--- config.mk ---
export PLATFORM = sky130hd
export DESIGN_NAME = priority_retry_queue_flat
export DESIGN_NICKNAME = d
export VERILOG_FILES = /design/src/rtl/prq_pkg.sv /design/src/rtl/prq_if.sv /design/src/rtl/prq_ctrl.sv /design/src/rtl/prq_dp.sv /design/src/rtl/priority_retry_queue.sv /design/src/flat_wrapper.sv
export VERILOG_INCLUDE_DIRS = /design/src /design/src/rtl
export SDC_FILE = /design/constraint.sdc
export NUM_CORES = 1
export LEC_CHECK = 0
export BUFFER_PORTS_ARGS = -buffer_cell sky130_fd_sc_hd__clkbuf_2
export CAP_MARGIN = 10
export CORE_MARGIN = 3
export CORE_UTILIZATION = 50
export CTS_BUF_LIST = sky130_fd_sc_hd__clkbuf_16
export DETAILED_ROUTE_END_ITERATION = 16
export PLACE_DENSITY = 0.77
export SYNTH_ARGS = -nofsm -noshare
export SYNTH_HDL_FRONTEND = slang
export SYNTH_SLANG_ARGS = --single-unit
--- constraint.sdc ---
create_clock -name i_clk -period 10.05 [get_ports i_clk]
set_clock_uncertainty 0.15 [all_clocks]
set_input_delay 2.01 -clock i_clk [delete_from_list [all_inputs] [get_ports i_clk]]
set_output_delay 2.01 -clock i_clk [all_outputs]
set_load 0.02 [all_outputs]
--- src/rtl/priority_retry_queue_macros.svh ---
// Assertion macros used by the queue controller.
// Depends on nothing; included inside module bodies.
`ifndef PRIORITY_RETRY_QUEUE_MACROS_SVH
`define PRIORITY_RETRY_QUEUE_MACROS_SVH
// Implication checked every cycle outside reset.
`define PRQ_ASSERT_IMP(label, clk, rst_n, ante, cons) \
    label: assert property (@(posedge clk) disable iff (!rst_n) (ante) |-> (cons)) \
        else $error("assertion failed");
// Next-cycle implication checked outside reset.
`define PRQ_ASSERT_NEXT(label, clk, rst_n, ante, cons) \
    label: assert property (@(posedge clk) disable iff (!rst_n) (ante) |=> (cons)) \
        else $error("assertion failed");
`endif

--- src/rtl/prq_pkg.sv ---
// Package for the priority retry queue: constants, codes and shared types.
// Used by every module of the block.
package prq_pkg;
    localparam int SLOTS_DEF = 16;
    localparam logic [1:0] K_ADD = 2'd0;
    localparam logic [1:0] K_DISP = 2'd1;
    localparam logic [1:0] K_REPORT = 2'd2;
    localparam logic [1:0] K_CLEAR = 2'd3;
    localparam logic [3:0] ST_ADDED = 4'd0;
    localparam logic [3:0] ST_REPLACED = 4'd1;
    localparam logic [3:0] ST_INVALID = 4'd2;
    localparam logic [3:0] ST_FULL = 4'd3;
    localparam logic [3:0] ST_DISPATCHED = 4'd4;
    localparam logic [3:0] ST_EMPTY = 4'd5;
    localparam logic [3:0] ST_RETRY = 4'd6;
    localparam logic [3:0] ST_DROP_LOW = 4'd7;
    localparam logic [3:0] ST_DROP_EXH = 4'd8;
    localparam logic [3:0] ST_REMOVED = 4'd9;
    localparam logic [3:0] ST_CLEARED = 4'd10;
    localparam logic [1:0] OC_OOM = 2'd1;
    localparam logic [1:0] REG_THR = 2'd0;
    localparam logic [1:0] REG_MAXR = 2'd1;
    localparam logic [1:0] REG_WIN = 2'd2;

    typedef struct packed {
        logic [1:0]  kind;
        logic [6:0]  priority_req;
        logic        critical;
        logic [8:0]  length;
        logic [15:0] payload_tag;
        logic [1:0]  outcome;
        logic [31:0] now_ms;
        logic [5:0]  jitter_ms;
    } t_in;

    typedef struct packed {
        logic [3:0]  status;
        logic [3:0]  slot;
        logic [15:0] tag_out;
        logic [7:0]  length_out;
        logic [6:0]  priority_out;
        logic        critical_out;
        logic [2:0]  attempt;
        logic [12:0] backoff_ms;
        logic        kick;
        logic [4:0]  entry_count;
        logic        memory_pressure;
        logic [7:0]  error_count;
    } t_out;

    // Controller to datapath.
    typedef struct packed {
        logic load;
        logic scan_step;
        logic commit;
    } t_cmd;

    // Datapath to controller.
    typedef struct packed {
        logic scan_last;
    } t_stat;
endpackage

--- src/rtl/prq_if.sv ---
// Valid/ready channel interface carrying one queue transaction.
// Depends on nothing.
interface prq_if #(parameter type T = logic);
    logic valid;
    logic ready;
    T     data;
    modport source (output valid, output data, input ready);
    modport sink (input valid, input data, output ready);
endinterface

--- src/rtl/prq_ctrl.sv ---
// Controller of the queue: accepts a transaction, sweeps the slots, commits, presents the result.
// Depends on prq_pkg and the macro header.
module prq_ctrl (
    input  logic          i_clk,
    input  logic          i_rst_n,
    input  logic          i_in_valid,
    output logic          o_in_ready,
    output logic          o_out_valid,
    input  logic          i_out_ready,
    input  prq_pkg::t_stat i_stat,
    output prq_pkg::t_cmd  o_cmd
);
    import prq_pkg::*;
    `include "priority_retry_queue_macros.svh"

    typedef enum logic [3:0] {
        S_IDLE = 4'b0001,
        S_SCAN = 4'b0010,
        S_DONE = 4'b0100,
        S_OUT  = 4'b1000
    } t_state;

    t_state r_state, n_state;

    always_comb begin
        n_state = r_state;
        o_cmd = '0;
        o_in_ready = 1'b0;
        o_out_valid = 1'b0;
        case (r_state)
            S_IDLE: begin
                o_in_ready = 1'b1;
                if (i_in_valid) begin
                    o_cmd.load = 1'b1;
                    n_state = S_SCAN;
                end
            end
            S_SCAN: begin
                o_cmd.scan_step = 1'b1;
                if (i_stat.scan_last) n_state = S_DONE;
            end
            S_DONE: begin
                o_cmd.commit = 1'b1;
                n_state = S_OUT;
            end
            S_OUT: begin
                o_out_valid = 1'b1;
                if (i_out_ready) n_state = S_IDLE;
            end
            default: n_state = S_IDLE;
        endcase
    end

    always_ff @(posedge i_clk) begin
        if (!i_rst_n) r_state <= S_IDLE;
        else r_state <= n_state;
    end

    `PRQ_ASSERT_NEXT(a_load_scan, i_clk, i_rst_n, o_cmd.load, r_state == S_SCAN)
    `PRQ_ASSERT_NEXT(a_commit_out, i_clk, i_rst_n, o_cmd.commit, o_out_valid)
    `PRQ_ASSERT_IMP(a_excl, i_clk, i_rst_n, o_out_valid, !o_in_ready)
endmodule

--- src/rtl/prq_dp.sv ---
// Datapath of the queue: slot table, one-slot-per-cycle sweep, retry policy.
// Depends on prq_pkg.
module prq_dp #(
    parameter int SLOTS = prq_pkg::SLOTS_DEF
) (
    input  logic          i_clk,
    input  logic          i_rst_n,
    input  prq_pkg::t_cmd  i_cmd,
    output prq_pkg::t_stat o_stat,
    input  prq_pkg::t_in   i_in,
    input  logic [6:0]    i_thr,
    input  logic [2:0]    i_maxr,
    input  logic [15:0]   i_win,
    output prq_pkg::t_out  o_out
);
    import prq_pkg::*;
    localparam int IW = $clog2(SLOTS);
    localparam int CW = $clog2(SLOTS + 1);

    logic [SLOTS-1:0] r_valid;
    logic [6:0]  r_pri  [SLOTS];
    logic        r_crit [SLOTS];
    logic [2:0]  r_ret  [SLOTS];
    logic [7:0]  r_len  [SLOTS];
    logic [15:0] r_tag  [SLOTS];
    logic [CW-1:0] r_count;
    logic [7:0]  r_err;
    logic [31:0] r_last;
    logic [IW-1:0] r_disp;

    t_in r_in;
    logic [IW-1:0] r_idx;
    // Sweep results: first free slot, lowest non-critical, highest valid.
    logic r_free_f, r_vic_f, r_best_f;
    logic [IW-1:0] r_free_i, r_vic_i, r_best_i;
    logic [6:0] r_vic_p, r_best_p;
    t_out r_out;

    logic [6:0] pri_c;
    assign pri_c = (r_in.priority_req > 7'd100) ? 7'd100 : r_in.priority_req;
    assign o_stat.scan_last = (r_idx == IW'(SLOTS - 1));
    assign o_out = r_out;

    always_ff @(posedge i_clk) begin
        if (i_cmd.load) begin
            r_in <= i_in;
            r_idx <= '0;
            r_free_f <= 1'b0;
            r_vic_f <= 1'b0;
            r_best_f <= 1'b0;
            r_free_i <= '0;
            r_vic_i <= '0;
            r_best_i <= '0;
            r_vic_p <= '0;
            r_best_p <= '0;
        end else if (i_cmd.scan_step) begin
            if (!r_valid[r_idx] && !r_free_f) begin
                r_free_f <= 1'b1;
                r_free_i <= r_idx;
            end
            if (!r_crit[r_idx] && (!r_vic_f || r_pri[r_idx] < r_vic_p)) begin
                r_vic_f <= 1'b1;
                r_vic_i <= r_idx;
                r_vic_p <= r_pri[r_idx];
            end
            if (r_valid[r_idx] && (!r_best_f || r_pri[r_idx] > r_best_p)) begin
                r_best_f <= 1'b1;
                r_best_i <= r_idx;
                r_best_p <= r_pri[r_idx];
            end
            if (!o_stat.scan_last) r_idx <= r_idx + 1'b1;
        end
    end

    // Commit logic.
    logic [7:0]  e_new;
    logic [31:0] dt;
    logic        oom_retry;
    logic [2:0]  cur_ret;
    logic [15:0] bo;
    logic [CW-1:0] cnt_rem;
    logic        add_bad;
    logic        add_ok;
    logic [IW-1:0] slot_k;
    t_out        n_out;
    always_comb begin
        dt = r_in.now_ms - r_last;
        e_new = (dt > {16'd0, i_win}) ? 8'd0 : r_err;
        if (e_new != 8'd255) e_new = e_new + 8'd1;
        cur_ret = r_ret[r_disp];
        oom_retry = (r_pri[r_disp] >= i_thr || r_crit[r_disp]) && (cur_ret < i_maxr);
        // The error term alone can reach 25500, so the sum needs 16 bits before the cap.
        bo = 16'(100 << cur_ret);
        if (e_new > 8'd3) bo = bo + 16'(e_new) * 16'd100;
        bo = bo + ((r_in.jitter_ms > 6'd49) ? 16'd49 : 16'(r_in.jitter_ms));
        if (bo > 16'd5000) bo = 16'd5000;
        cnt_rem = (r_count != '0) ? r_count - 1'b1 : r_count;
        add_bad = (r_in.length == 9'd0 || r_in.length > 9'd255);
        add_ok = r_free_f || (r_vic_f && (pri_c > r_vic_p || r_in.critical));
        slot_k = r_free_f ? r_free_i : r_vic_i;
    end

    always_comb begin
        n_out = '0;
        n_out.entry_count = 5'(r_count);
        n_out.error_count = r_err;
        n_out.memory_pressure = (r_err >= 8'd3);
        case (r_in.kind)
            K_ADD: begin
                if (add_bad) begin
                    n_out.status = ST_INVALID;
                end else if (add_ok) begin
                    n_out.status = r_free_f ? ST_ADDED : ST_REPLACED;
                    n_out.slot = 4'(slot_k);
                    if (r_free_f) begin
                        n_out.entry_count = 5'(r_count + 1'b1);
                        n_out.kick = (r_count == '0);
                    end else begin
                        n_out.kick = (r_count == CW'(1));
                    end
                end else begin
                    n_out.status = ST_FULL;
                end
            end
            K_DISP: begin
                if (!r_best_f) n_out.status = ST_EMPTY;
                else begin
                    n_out.status = ST_DISPATCHED;
                    n_out.slot = 4'(r_best_i);
                    n_out.tag_out = r_tag[r_best_i];
                    n_out.length_out = r_len[r_best_i];
                    n_out.priority_out = r_pri[r_best_i];
                    n_out.critical_out = r_crit[r_best_i];
                    n_out.attempt = r_ret[r_best_i];
                end
            end
            K_REPORT: begin
                if (!r_valid[r_disp]) n_out.status = ST_EMPTY;
                else begin
                    n_out.slot = 4'(r_disp);
                    n_out.attempt = cur_ret;
                    if (r_in.outcome == OC_OOM) begin
                        n_out.error_count = e_new;
                        n_out.memory_pressure = (e_new >= 8'd3);
                        if (oom_retry) begin
                            n_out.backoff_ms = bo[12:0];
                            n_out.status = ST_RETRY;
                            n_out.kick = (r_count != '0) && (e_new < 8'd3);
                        end else begin
                            n_out.entry_count = 5'(cnt_rem);
                            n_out.status = (cur_ret >= i_maxr) ? ST_DROP_EXH : ST_DROP_LOW;
                            n_out.kick = (cnt_rem != '0) && (e_new < 8'd3);
                        end
                    end else begin
                        n_out.entry_count = 5'(cnt_rem);
                        n_out.status = ST_REMOVED;
                        n_out.kick = (cnt_rem != '0) && (r_err < 8'd3);
                    end
                end
            end
            default: begin
                n_out.entry_count = '0;
                n_out.status = ST_CLEARED;
            end
        endcase
    end

    always_ff @(posedge i_clk) begin
        if (!i_rst_n) begin
            r_valid <= '0;
            r_count <= '0;
            r_err <= '0;
            r_last <= '0;
            r_disp <= '0;
            for (int i = 0; i < SLOTS; i++) begin
                r_pri[i] <= '0;
                r_crit[i] <= 1'b0;
                r_ret[i] <= '0;
            end
        end else if (i_cmd.commit) begin
            r_out <= n_out;
            case (r_in.kind)
                K_ADD: begin
                    if (!add_bad && add_ok) begin
                        r_tag[slot_k] <= r_in.payload_tag;
                        r_len[slot_k] <= r_in.length[7:0];
                        r_pri[slot_k] <= pri_c;
                        r_crit[slot_k] <= r_in.critical;
                        r_ret[slot_k] <= '0;
                        r_valid[slot_k] <= 1'b1;
                        if (r_free_f) r_count <= r_count + 1'b1;
                    end
                end
                K_DISP: begin
                    if (r_best_f) r_disp <= r_best_i;
                end
                K_REPORT: begin
                    if (r_valid[r_disp]) begin
                        if (r_in.outcome == OC_OOM) begin
                            r_err <= e_new;
                            r_last <= r_in.now_ms;
                            if (oom_retry) begin
                                r_ret[r_disp] <= cur_ret + 3'd1;
                            end else begin
                                r_valid[r_disp] <= 1'b0;
                                r_count <= cnt_rem;
                            end
                        end else begin
                            r_valid[r_disp] <= 1'b0;
                            r_count <= cnt_rem;
                        end
                    end
                end
                default: begin
                    r_valid <= '0;
                    r_count <= '0;
                    for (int i = 0; i < SLOTS; i++) begin
                        r_pri[i] <= '0;
                        r_crit[i] <= 1'b0;
                        r_ret[i] <= '0;
                    end
                end
            endcase
        end
    end
endmodule

--- src/rtl/priority_retry_queue.sv ---
// Priority retry queue: a table of message slots with priority dispatch,
// lowest-priority eviction and a capped exponential retry backoff.
// Transactions arrive on the input channel (kind: add, dispatch, report,
// clear) and each yields exactly one result transaction on the output channel.
// After acceptance the datapath inspects one slot a cycle, then commits the
// result and presents it on the output channel.
// One transaction is in flight at a time; input ready is low from
// acceptance until the result has been taken, and returns in the cycle after.
// A stalled receiver holds the result steady and backs up the input.
// Configuration registers (APB, byte addresses 0, 4, 8): priority
// threshold for retrying out-of-memory failures, maximum retries, and the
// error window in ms. Write them only while idle; reads return the values.
// Synchronous active-low reset empties the table, zeroes the error counter
// and its timestamp, and restores the register defaults 80, 3 and 10000.
// Depends on prq_pkg, prq_if, prq_ctrl and prq_dp.
module priority_retry_queue #(
    parameter int SLOTS = prq_pkg::SLOTS_DEF
) (
    input  logic        i_clk,
    input  logic        i_rst_n,
    prq_if.sink         i_in,
    prq_if.source       o_out,
    input  logic        psel,
    input  logic        penable,
    input  logic        pwrite,
    input  logic [3:0]  paddr,
    input  logic [31:0] pwdata,
    output logic [31:0] prdata,
    output logic        pready
);
    import prq_pkg::*;

    logic [6:0]  r_thr;
    logic [2:0]  r_maxr;
    logic [15:0] r_win;
    t_cmd  cmd;
    t_stat stat;

    assign pready = 1'b1;
    always_ff @(posedge i_clk) begin
        if (!i_rst_n) begin
            r_thr <= 7'd80;
            r_maxr <= 3'd3;
            r_win <= 16'd10000;
        end else if (psel && penable && pwrite) begin
            case (paddr[3:2])
                REG_THR:  r_thr <= pwdata[6:0];
                REG_MAXR: r_maxr <= pwdata[2:0];
                REG_WIN:  r_win <= pwdata[15:0];
                default: ;
            endcase
        end
    end

    always_comb begin
        case (paddr[3:2])
            REG_THR:  prdata = {25'd0, r_thr};
            REG_MAXR: prdata = {29'd0, r_maxr};
            REG_WIN:  prdata = {16'd0, r_win};
            default:  prdata = '0;
        endcase
    end

    prq_ctrl u_ctrl (
        .i_clk(i_clk), .i_rst_n(i_rst_n),
        .i_in_valid(i_in.valid), .o_in_ready(i_in.ready),
        .o_out_valid(o_out.valid), .i_out_ready(o_out.ready),
        .i_stat(stat), .o_cmd(cmd)
    );

    prq_dp #(.SLOTS(SLOTS)) u_dp (
        .i_clk(i_clk), .i_rst_n(i_rst_n),
        .i_cmd(cmd), .o_stat(stat), .i_in(i_in.data),
        .i_thr(r_thr), .i_maxr(r_maxr), .i_win(r_win),
        .o_out(o_out.data)
    );
endmodule

--- src/flat_wrapper.sv ---
// flat-port wrapper written by rule: the top's interface ports become plain ports
module priority_retry_queue_flat import prq_pkg::*;
#(
    parameter int SLOTS = prq_pkg::SLOTS_DEF
)
  (i_clk, i_rst_n, psel, penable, pwrite, paddr, pwdata, prdata, pready, i_in_valid, i_in_data, i_in_ready, o_out_valid, o_out_data, o_out_ready);
  prq_if #(.T(t_in)) i_in_i ();
  prq_if #(.T(t_out)) o_out_i ();
  input  logic i_clk;
  input  logic i_rst_n;
  input  logic psel;
  input  logic penable;
  input  logic pwrite;
  input  logic [3:0] paddr;
  input  logic [31:0] pwdata;
  output logic [31:0] prdata;
  output logic pready;
  input wire logic [$bits(i_in_i.valid)-1:0] i_in_valid;
  input wire logic [$bits(i_in_i.data)-1:0] i_in_data;
  output wire logic [$bits(i_in_i.ready)-1:0] i_in_ready;
  output wire logic [$bits(o_out_i.valid)-1:0] o_out_valid;
  output wire logic [$bits(o_out_i.data)-1:0] o_out_data;
  input wire logic [$bits(o_out_i.ready)-1:0] o_out_ready;
  assign i_in_i.valid = i_in_valid;
  assign i_in_i.data = i_in_data;
  assign i_in_ready = i_in_i.ready;
  assign o_out_valid = o_out_i.valid;
  assign o_out_data = o_out_i.data;
  assign o_out_i.ready = o_out_ready;
  priority_retry_queue #(.SLOTS(SLOTS)) u_core (.i_clk(i_clk), .i_rst_n(i_rst_n), .i_in(i_in_i), .o_out(o_out_i), .psel(psel), .penable(penable), .pwrite(pwrite), .paddr(paddr), .pwdata(pwdata), .prdata(prdata), .pready(pready));
endmodule
### After elaboration in Yosys (flattened, before gate mapping)

Memory sizes are Yosys's and may differ from the RTL's. A register that Yosys moved wholly into a read port is not among the register bits.
Index checks and enable logic that the tools add are counted.

* register bits: 274
* output and inout bits: 106
* memories: 5
* memory bits (writable): 560
* logic and storage cells: 364
* input bits: 118

Memory list
* u_core.u_dp.r_tag: words 16, width 16, rd ports 1, clocked after memory_dff 1, write ports 1, RTL line prq_dp.sv:25 `logic [15:0] r_tag [SLOTS];`
* u_core.u_dp.r_len: words 16, width 8, rd ports 1, clocked after memory_dff 1, write ports 1, RTL line prq_dp.sv:24 `logic [7:0] r_len [SLOTS];`
* u_core.u_dp.r_pri: words 16, width 7, rd ports 3, clocked after memory_dff 3, write ports 16, RTL line prq_dp.sv:21 `logic [6:0] r_pri [SLOTS];`
* u_core.u_dp.r_ret: words 16, width 3, rd ports 2, clocked after memory_dff 2, write ports 16, RTL line prq_dp.sv:23 `logic [2:0] r_ret [SLOTS];`
* u_core.u_dp.r_crit: words 16, width 1, rd ports 3, clocked after memory_dff 3, write ports 16, RTL line prq_dp.sv:22 `logic r_crit [SLOTS];`

* reduce and logical (&&, ||, !) cells: 52
* order comparisons: 21
* multiply operators: 1
* equal/unequal tests: 18
* add/sub/neg operators: 8
* shift-type cells: 1
* muxes and demuxes: 162
* bitwise logic cells: 57

Operators by type and width (number)
* 4-bit two-way mux: 35
* 7-bit two-way mux: 18
* 16-bit case mux with 3 select lines: 2
* 16-bit two-way mux: 5
* 3-bit two-way mux: 18
* 1-bit two-way mux: 52
* 1-bit OR: 48
* 13-bit two-way mux: 3
* 39-bit two-way mux: 1
* 32-bit by 16-bit > comparator with 1-bit output: 1
* 32-bit subtractor: 1
* 31-bit two-way mux: 1
* 5-bit two-way mux: 6
* 5-bit case mux with 3 select lines: 2
* 6-bit two-way mux: 4
* 4-bit case mux with 3 select lines: 2
* 9-bit two-way mux: 2
* 2-bit AND reduction: 9
* 16-bit by 15-bit adder with 16-bit output: 1
* 16-bit by 6-bit adder with 16-bit output: 1
* 16-bit bitwise AND: 1
* 8-bit by 2-bit >= comparator with 1-bit output, second input constant: 2
* 16-bit by 13-bit > comparator with 1-bit output, second input constant: 1
* 8-bit by 2-bit < comparator with 1-bit output, second input constant: 2
* 53 further kinds: 102

### Longest topological paths before layout

* word-level depth: 15
* mapped depth: 54
* depth with buffers taken out: 53

### Modules after synthesis

A second synthesis with hierarchy kept.

* cell total of the unflattened synthesis: 3163
* area total of the unflattened synthesis: 42254.3 sq um

By module, submodules not included
* prq_dp: area an instance 40581.4 sq um, sequential area each 23312.4 sq um, times used 1, cells an instance 2975
* priority_retry_queue: area an instance 1388.8 sq um, sequential area each 520.5 sq um, times used 1, cells an instance 158
* prq_ctrl: area an instance 284.0 sq um, sequential area each 80.1 sq um, times used 1, cells an instance 30

### Least setup slack after synthesis

OpenSTA, ideal clock, no wires.

* path kind: reg-to-reg
* start point: register u_core.u_dp.r_in[6] (netlist name)
* end point: register u_core.u_dp.r_out (netlist bit u_core.u_dp.o_out[16]), data pin
* slack: 0.258 ns
* setup time: 0.255 ns
* clock period less this slack: 9.792 ns
* stages on the path, launching flop included: 51
* path buffers: 1
* arrival: 9.386 ns
* required time: 9.645 ns
* cell sequence: edfxtp_1 -> inv_1 -> ha_1 -> fa_1 -> nand2b_1 -> a21o_1 -> a211o_1 -> and2_1 -> nand2_1 -> xor2_1 -> ha_1 -> a21o_1 -> a21oi_1 -> o21ai_0 -> o21ai_0 -> o211ai_1 -> nor4b_2 -> nand3b_1 -> [15 not listed] -> ha_1 -> nor2b_1 -> nor2_1 -> nor2_1 -> nor2_1 -> xnor2_1 -> ha_1 -> and2_1 -> a221o_1 -> o21ai_0 -> o311ai_0 -> o21ai_1 -> nand2_1 -> or4_1 -> o2bb2ai_2 -> o21ai_2 -> nor2_1 -> and3_1

* longest elaborated chain between the ends: 11
* elaborated cells between the ends (all ways): 13
* classes of those cells: add/sub: 4; mul: 1; order compare: 3; eq/ne: 1; mux: 3; reduce/logical: 1

Ends and longest elaborated chain
* from (decl): RTL line prq_dp.sv:31 `t_in r_in;`
* from (signal assigned): RTL line prq_dp.sv:46 `r_in <= i_in;`
* 32-bit subtractor *: RTL line prq_dp.sv:87 `dt = r_in.now_ms - r_last;`
* 32-bit by 16-bit > comparator with 1-bit output *: RTL line prq_dp.sv:88 `e_new = (dt > {16'd0, i_win}) ? 8'd0 : r_err;`
* 8-bit two-way mux *: RTL line prq_dp.sv:88
* 8-bit by 1-bit adder with 8-bit output or 8-bit != test (tied branches): RTL line prq_dp.sv:89 `if (e_new != 8'd255) e_new = e_new + 8'd1;`
* 8-bit two-way mux *: RTL line prq_dp.sv:89
* named net u_core.u_dp.e_new[1]: RTL line prq_dp.sv:76 `logic [7:0] e_new;`
* 8-bit by 5-bit multiplier with 13-bit output: RTL line prq_dp.sv:94 `if (e_new > 8'd3) bo = bo + 16'(e_new) * 16'd100;`
* 16-bit by 15-bit adder with 16-bit output: RTL line prq_dp.sv:94
* 16-bit two-way mux *: RTL line prq_dp.sv:94
* 16-bit by 6-bit adder with 16-bit output *: RTL line prq_dp.sv:95 `bo = bo + ((r_in.jitter_ms > 6'd49) ? 16'd49 : 16'(r_in.jitter_ms));`
* 16-bit by 13-bit > comparator with 1-bit output: RTL line prq_dp.sv:96 `if (bo > 16'd5000) bo = 16'd5000;`
* 5-bit OR reduction (no source line)
* to (signal assigned): RTL line prq_dp.sv:181 `r_out <= n_out;`
* to (decl): RTL line prq_dp.sv:37 `t_out r_out;`

Mark *: on every way through the listed nets, which the timed path passes. The rest lies on a longest branch.
A chain may end at the register's enable or synchronous reset.

### Final worst setup path

Ends and elaborated chain as after synthesis.

==> impl_metrics.ini <==
[outcome]
status = finished, final reports clean

[synth]
ys_top_cells_by_area = edfxtp_1 (50%), mux4_2 (15%), dfxtp_1 (7.2%), ha_1 (4.2%), nor2_1 (2.9%)
async_flop_share_pct = 0
yosys.cell_count.top_type = edfxtp_1
ys_seq_area_share_pct = 57.6
synth_top_area_share_pct = 50.4
synth_seq_cells = 846
avgSynthCellArea_um2 = 13.4
netlist_area_um2 = 41500
ys_types = 87
ys_top_cells_by_count = edfxtp_1 (697), nor2_1 (322), mux4_2 (277)
synthCells = 3089
synth_edf_count = 697
synth_top_cell_by_area = edfxtp_1
yosys_most_used_dff = edfxtp_1
yosys_warnings = 0

[sta]
worst_slack_ns = 0.353
slew_violations = 0
final-hold-violation-count = 0
rsz0062_at_grt = yes
finalCritPeriodShare_pct = 96.5
slew-limit-headroom_pct = 31.7
fin_crit_ns = 9.70
max_freq_mhz = 103
finalSetupViolCount = 0
tightest_slew_ns = 1.02

[layout]
fin_cells = 4412
antenna_cells = 0
area_growth_pct = 13.4
drive_above_1_share_pct = 23.5
final_nets = 3533
utilization_pct = 57.3

[clock_network]
clockBufferDepth = 3
htreeDepth = 3
cts_sinks = 846
clock_latency_ns = 0.69
cts_buffers = 87
hold_buffers = 0
tritoncts = yes
cts_root_buffer = clkbuf_16
clkTransAtPathRegs_ns = 0.06

[grt]
gr-total-overflow = 0
track_usage_pct = 24.9
grt_pass1_wl_um = 163000
grt_pass1_vias = 27000
antenna_found_initial = 0
grt_max_degree = 105

[setup_path]
cp.arrival_ns = 9.96
path_buf_inv = 5
slowest_delay_ns = 0.54
slowest_stage = fa_1
start_kind = flop
cpLargestDelayFamily = simple AND/OR/NAND/NOR gates
end_kind = flop
crit_path_max_fanout = 4
critical_path_required_ns = 10.31
critPathKind = flop to flop

[placed_design]
dp_slack_ns = -0.0616
port_buffers = 188
hpwlAfterDp_um = 68200
gp_congestion = 0.944
dp_cells = 4241

[detailed_routing]
vias = 27400
final_antenna_net_count = 0
routedWlPerCell_um = 24.7
drcViolationCount = 0
drt_iter0_drc = 3296
vias_per_cell = 6.21
wirelength_um = 109000
drt-pass1-iter-count = 6

[pwr]
peakVddDrop_mv = 0.184
power_density_nw_per_um2 = 167
finalPower_uw = 7870
leakage_uw = 0.0164

[die]
die_area_um2 = 86500
die_h_um = 294
num_rows = 105
initial_utilization_pct = 50.5
io-pin-count = 224
core_um2 = 82200
die_w_um = 294

[run]
drv_cap = 0

[min_path]
min_path_type = flop to flop
## metal layers
| metal | vias to the layer above | GRT usage, % | share of wire, % |
|---|---|---|---|
| met4 | 0 | 11.4 | 4.9 |
| met5 | - | 0 | 0 |
| met3 | 316 | 4.94 | 8.8 |
| met2 | 1531 | 41.4 | 49 |
| met1 | 13500 | 31.7 | 37 |
| li1 | 12000 | - | - |
## flip-flops by register name (all words and copies together) (netlist names), 5 cells and up, named ones only
| signal | count |
|---|---|
| u_core.u_dp.o_out | 71 |
| u_core.u_dp.r_crit | 16 |
| u_core.u_dp.r_last | 32 |
| u_core.u_dp.r_valid | 16 |
| u_core.u_dp.r_err | 8 |
| u_core.r_win | 16 |
| u_core.u_dp.r_tag | 256 |
| u_core.u_dp.r_count | 5 |
| u_core.u_dp.r_len | 128 |
| u_core.u_dp.r_pri | 112 |
| u_core.u_dp.r_ret | 48 |
| u_core.u_dp.r_best_p | 7 |
| u_core.u_dp.r_vic_p | 7 |
| u_core.u_dp.r_in | 75 |
| u_core.r_thr | 7 |
## area by class of cell
cell class | instances | area (um^2)
inverters | 156 | 591
clock buffers | 87 | 2180
fillers | 6349 | 35100
multi-input cells | 1902 | 16500
well taps | 1070 | 1340
repair buffers | 275 | 1610
flip-flops and latches | 846 | 23900
clock inverters | 76 | 926
## path summary, 6_finish.rpt
check,start,slack (ns),depth (start not counted),to
worst min register to register,u_core.u_dp.r_last[9],0.30,2,u_core.u_dp.r_last[9]
worst min-delay path,u_core.u_dp.r_last[9],0.30,2,u_core.u_dp.r_last[9]
worst max register to register,u_core.u_dp.r_in[6],0.35,50,u_core.u_dp.o_out[16]
worst max-delay path,u_core.u_dp.r_in[6],0.35,50,u_core.u_dp.o_out[16]
## power breakdown
part           internal, uW  leakage [uW]  total [uW]  switching (uW)
sequential             3870       0.00774        3940            70.6
combinational           190       0.00716         495             305
clock                  1980       0.00154        3440            1460
## what timing repair did
item | 4_1_cts | 5_1_grt
setup buffers | 0 | 7
setup endpoints to repair | 12 | 13
pin swaps | 1 | 35
resized for setup | 3 | 64
## metrics by stage
step | TNS [ns] | instance area (um^2) | hold WS (ns)
6_report | 0 | 47100 | 0.303
5_1_grt | -1.97 | 47100 | 0.323
2_1_floorplan | 0 | 41600 | 0.286
3_5_place_dp | -0.318 | 43700 | 0.297
3_3_place_gp | 0 | 43700 | 0.292
4_1_cts | 0 | 46800 | 0.305
## logic make-up (layout without fill, tap and decap cells)
| group | count (synthesis) | count (layout) | synth area share (%) |
|---|---|---|---|
| AND/OR/NAND/NOR | 900 | 900 | 10.0 |
| flip-flops | 846 | 846 | 57.6 |
| AO/OA/AOI/OAI | 452 | 452 | 6.81 |
| buffers and inverters | 356 | 594 | 3.47 |
| multiplexers | 336 | 336 | 16.5 |
| adder cells (fa/ha/maj) | 147 | 147 | 4.54 |
| XOR/XNOR | 50 | 50 | 1.05 |
| other | 2 | 17 | 0.0181 |
## layout by cell type (no fill, tap or decap), types with 60 or more instances in the layout
master     count
clkbuf_16     87
mux4_2       277
clkbuf_2     188
ha_1         130
dfxtp_1      141
nand3_1       60
buf_4         85
and2_1        60
inv_1        167
nor2_1       319
o21ai_0       86
edfxtp_1     697
a21oi_1      146
nand2_1      251
## worst reg2reg max path: cells and delay by family (launching register included)
kind                       cells  cell delay, ns
DFF                            1            0.36
xor gates and xnor gates       2            0.27
muxes                          1            0.21
adders and majority gates      9            2.44
and+or+nand+nor               20            3.35
AOI/OAI and AO/OA             13            2.33
buffers and inverters          5            0.38
Power figures use the tool's default switching activity.
